===== config.mk =====
export PLATFORM = sky130hd
export DESIGN_NAME = s2es_isqrt_pipe
export DESIGN_NICKNAME = d
export VERILOG_FILES = /design/src/rtl/core/s2es_isqrt_pipe.sv
export SDC_FILE = /design/constraint.sdc
export NUM_CORES = 2
export LEC_CHECK = 0
export ABC_CLOCK_PERIOD_IN_PS = 3800
export BUFFER_PORTS_ARGS = -buffer_cell sky130_fd_sc_hd__buf_4
export CORE_MARGIN = 1.5
export CORE_UTILIZATION = 45
export DETAILED_ROUTE_END_ITERATION = 8
export SYNTH_ARGS = -nofsm -noshare
export SYNTH_HDL_FRONTEND = slang
export SYNTH_MEMORY_MAX_BITS = 65536
export SYNTH_SLANG_ARGS = --single-unit

===== constraint.sdc =====
create_clock -name clk -period 3.8 [get_ports clk]
set_clock_uncertainty 0.05 [all_clocks]
set_input_delay 0.57 -clock clk [delete_from_list [all_inputs] [get_ports clk]]
set_output_delay 0.57 -clock clk [all_outputs]
set_load 0.05 [all_outputs]

===== src/rtl/core/s2es_isqrt_pipe.sv =====
// Pipelined integer square root, one root bit per stage, with side tag.
`default_nettype none
module s2es_isqrt_pipe #(
	parameter int RAD_W = 64,
	parameter int TAG_W = 8
) (
	input  logic                 clk,
	input  logic                 arst_n,
	input  logic                 en,
	input  logic                 in_valid,
	input  logic [RAD_W-1:0]     rad,
	input  logic [TAG_W-1:0]     tag_in,
	output logic                 out_valid,
	output logic [RAD_W/2-1:0]   root,
	output logic [TAG_W-1:0]     tag_out
);
	localparam int RT_W = RAD_W / 2;
	localparam int REM_W = RT_W + 2;

	logic [REM_W-1:0] rem_s  [RT_W];
	logic [RT_W-1:0]  root_s [RT_W];
	logic [RAD_W-1:0] rad_s  [RT_W];
	logic [TAG_W-1:0] tag_s  [RT_W];
	logic             vld_s  [RT_W];

	for (genvar i = 0; i < RT_W; i++) begin : g_stage
		logic [REM_W-1:0] p_rem;
		logic [REM_W-1:0] cur;
		logic [REM_W-1:0] trial;
		logic [RT_W-1:0]  p_root;
		logic [RAD_W-1:0] p_rad;
		logic [TAG_W-1:0] p_tag;
		logic             p_vld;
		logic             ge;
		if (i == 0) begin : g_first
			assign p_rem = '0;
			assign p_root = '0;
			assign p_rad = rad;
			assign p_tag = tag_in;
			assign p_vld = in_valid;
		end else begin : g_next
			assign p_rem = rem_s[i-1];
			assign p_root = root_s[i-1];
			assign p_rad = rad_s[i-1];
			assign p_tag = tag_s[i-1];
			assign p_vld = vld_s[i-1];
		end
		assign cur = {p_rem[REM_W-3:0], p_rad[RAD_W-1 -: 2]};
		assign trial = {p_root, 2'b01};
		assign ge = (cur >= trial);
		always_ff @(posedge clk or negedge arst_n) begin
			if (!arst_n) begin
				vld_s[i] <= 1'b0;
			end else if (en) begin
				vld_s[i] <= p_vld;
			end
		end
		always_ff @(posedge clk) begin
			if (en) begin
				rem_s[i] <= ge ? (cur - trial) : cur;
				root_s[i] <= {p_root[RT_W-2:0], ge};
				rad_s[i] <= p_rad << 2;
				tag_s[i] <= p_tag;
			end
		end
	end

	assign out_valid = vld_s[RT_W-1];
	assign root = root_s[RT_W-1];
	assign tag_out = tag_s[RT_W-1];
endmodule
`default_nettype wire


==> results.toml <==
[outcome]
status = "finished, violations left"
violations = "negative setup slack"

[logic_synthesis]
synth.area.mux_share_pct = 1.24
synth_flop_cell = "edfxtp_1"
netlist_instances = 9002
synth_top_family_by_area = "simple AND/OR/NAND/NOR gates"
synth-async-reset-ratio_pct = 1.16
synthXorXnorAreaFrac_pct = 5.63
syn_area_per_cell_um2 = 13.6
synth_edf_count = 2721
ys_warn_count = 0
yosysSeqAreaShare_pct = 67.3
synth_compound_area_share_pct = 8.48
synth_nets = 9639
synth_area_um2 = 123000
synth_adder_area_share_pct = 5.73
synthSimpleGateAreaFrac_pct = 8.94
ys_seq_elements = 2753
yosysUniqueCellTypes = 76

[grt]
antenna_found_initial = 2
grt_usage_pct = 17.4
grt.overflow.total = 0
grt_pass1_wl_mm = 386
grt_max_degree = 126
grt_pass1_vias = 70400

[critical_path]
critical_path.endpoint_type = "flip-flop"
crit_path_max_incr_delay_ns = 0.56
regToRegSetupSlack_ns = -0.16
crit_fanout = 7
crit_type = "flip-flop to flip-flop"
critPathMostFrequentCell = "or4_4"
r2r-end = "rem_s[12][29]"
crit_slowest_cell = "or4_4"
crit_arrival_ns = 4.52
startpoint_type = "flip-flop"
r2r-start = "rem_s[11][19]"
required_ns = 4.36
rr_worst_depth = 10
cp_cell_sequence = "or4_4 > or4b_4 > or4_4 > or4_4 > or4_4 > a211oi_4 > or4_4 > or3_4 > nor4_1 > xor2_1"

[drt]
ant_nets = 0
drc_errors = 0
avgRoutedWirePerCell_um = 18.2
drt-initial-drc-count = 5406
firstDrtPassIters = 6
vias = 70800
via_per_inst = 5.29
totalWireLength_mm = 244

[clock_tree]
ctsRootBufferMaster = "clkbuf_16"
clk_path_buf_depth = 4
clk_latency_ns = 0.88
htreeDepth = 5
cts_tree = "yes"
cts.clk_slew.worst_paths_ns = 0.06
cts.sinks = 2753
numCtsBuffers = 303

[floorplanning]
io_pins = 117
initial_core_util_pct = 45.2
die_w_um = 525
core-area_um2 = 271000
row_count = 191
fp.dieArea_um2 = 275000
die_h_um = 525

[flow_run]
maxCapViolCount = 0

[finish]
drive_above_1_share_pct = 10.6
fillers = 22700
postLayoutCellArea_um2 = 141000
syn_to_final_growth_pct = 14.7
fin_nets = 10200
final_cells = 13400

[sta]
grt_setup_unrepaired = "yes"
finalSetupViolCount = 24
tightest_slew_ns = 1.01
relSlewSlack_pct = 32.1
timing.fmax_mhz = 252
setup_slack_ns = -0.162
fin_crit_ns = 3.96
hold_viol = 0
fin_crit_sh_pct = 104
report.final.slew_viol_count = 0

[placement]
placed_area_um2 = 130000
dp_hpwl_mm = 172
placed_cells = 12800
gp_congestion = 0.894
portBuffers = 116

[pwr]
p_per_area_nw_per_um2 = 614
ir_drop_mv = 0.404
leakage_nw = 53.8
total_power_w = 0.0863

[hold_path]
min_path_type = "primary input to asynchronous set/reset pin"
-- how the worst max path moves through the flow --
stage / start / endpoint / cells after the start / slack [ns]
6_report: rem_s[11][19] / rem_s[12][29] / 10 / -0.16
5_1_grt: rem_s[11][19] / rem_s[12][29] / 10 / -0.28
4_1_cts: rem_s[11][19] / rem_s[12][29] / 10 / -0.14
3_5_place_dp: rem_s[11][19] / rem_s[12][29] / 10 / -0.30
3_3_place_gp: rem_s[11][19] / rem_s[12][21] / 10 / -0.30
2_1_floorplan: rem_s[11][19] / rem_s[12][29] / 11 / -0.04
-- cells in the mapped netlist, types with 31 or more instances --
cell      instances  area (um^2)
edfxtp_1       2721        81700
or2_2            50          313
dfrtp_1          32          801
o21ai_0         419         2100
nor2b_1          89          557
a31oi_1          45          282
ha_1            561         7020
clkbuf_1        144          541
and3_1           51          319
o21a_1           91          683
o31ai_1          60          450
nand2_1         566         2120
or3_1            94          588
or4_1            49          368
xor2_1          379         3320
nor4_1          102          638
nand3_1         141          706
and2_1           31          194
nor2_1          532         2000
nand4_1          97          607
mux2_2          130         1460
a21o_1          236         1770
xnor2_1         409         3580
o21bai_1         45          338
nor3_1          211         1060
inv_1           695         2610
nand2b_1        111          694
a21oi_1         564         2820
-- cell usage in the layout (no fill, tap or decap), types with 236 or more instances in the layout --
cell       Yosys  final
a21o_1       236    236
a21oi_1      564    559
buf_4          1    320
clkbuf_16      0    309
edfxtp_1    2721   2721
ha_1         561    560
inv_1        695    695
nand2_1      566    565
nor2_1       532    531
o21ai_0      419    413
xnor2_1      409    409
xor2_1       379    379
-- per-layer routing --
metal  wire, um  global-route usage [%]  vias to the layer above
li1           -                       -                    34600
met2     121000                    30.1                     1340
met4       7410                    5.85                        0
met5          0                       0                        -
met1     106000                    22.7                    34500
met3       9180                    2.12                      448
-- sequential cells by signal, summed over array words and instances (netlist names) --
name           cells
g_stage.p_vld     31
out_valid          1
rad_s            992
rem_s            945
root_s           528
tag_s            256
-- layout make-up --
class / instances / area (um^2) / area share, %
multi-input combinational: 5393 / 37100 / 26.4
clock buffer: 356 / 7910 / 5.63
clock inverter: 189 / 1910 / 1.36
sequential: 2753 / 82500 / 58.7
tap: 3570 / 4470 / 3.18
antenna: 1 / 2.50 / 0.00178
inverter: 696 / 2610 / 1.86
timing repair buffer: 438 / 4030 / 2.87
-- repair_timing --
action / CTS / global route
hold endpoints to repair: 106 / 0
endpoints found under the setup margin: 51 / 226
pin swaps: 1 / 8
setup buffers: 4 / 6
hold buffers: 75 / 0
gates cloned: 1 / 1
gates resized for setup: 10 / 41
-- stage by stage --
step / setup TNS, ns / utilization (%) / hold WS, ns / setup WS (ns)
2_1_floorplan: -0.125 / - / 0.224 / -0.0359
3_3_place_gp: -3.22 / 47.9 / 0.350 / -0.296
3_5_place_dp: -4.08 / 47.9 / 0.355 / -0.300
4_1_cts: -2.02 / 51.8 / 0.0316 / -0.139
5_1_grt: -5.30 / 51.9 / 0.103 / -0.281
6_report: -2.42 / 51.9 / 0.102 / -0.162
-- power by group --
part	leakage (nW)	internal (W)	switching (W)
Combinational	22.4	0.00731	0.00942
Sequential	26.6	0.0382	0.00236
Clock	4.76	0.0170	0.0120
-- worst max-delay path: cells and delay by family (launching register included) --
| family | cells | cell delay (ns) |
|---|---|---|
| AOI/OAI and AO/OA | 1 | 0.18 |
| xor gates and xnor gates | 1 | 0.15 |
| DFF | 1 | 0.41 |
| and+or+nand+nor | 8 | 2.90 |
-- logic make-up after synthesis --
family                     after synthesis
other                                    1
buffers and inverters                  856
adders and majority gates              561
AOI/OAI and AO/OA                     1691
and+or+nand+nor                       2217
DFF                                   2753
xor gates and xnor gates               788
muxes                                  135
Note: power is estimated with default switching activity, not from simulation.
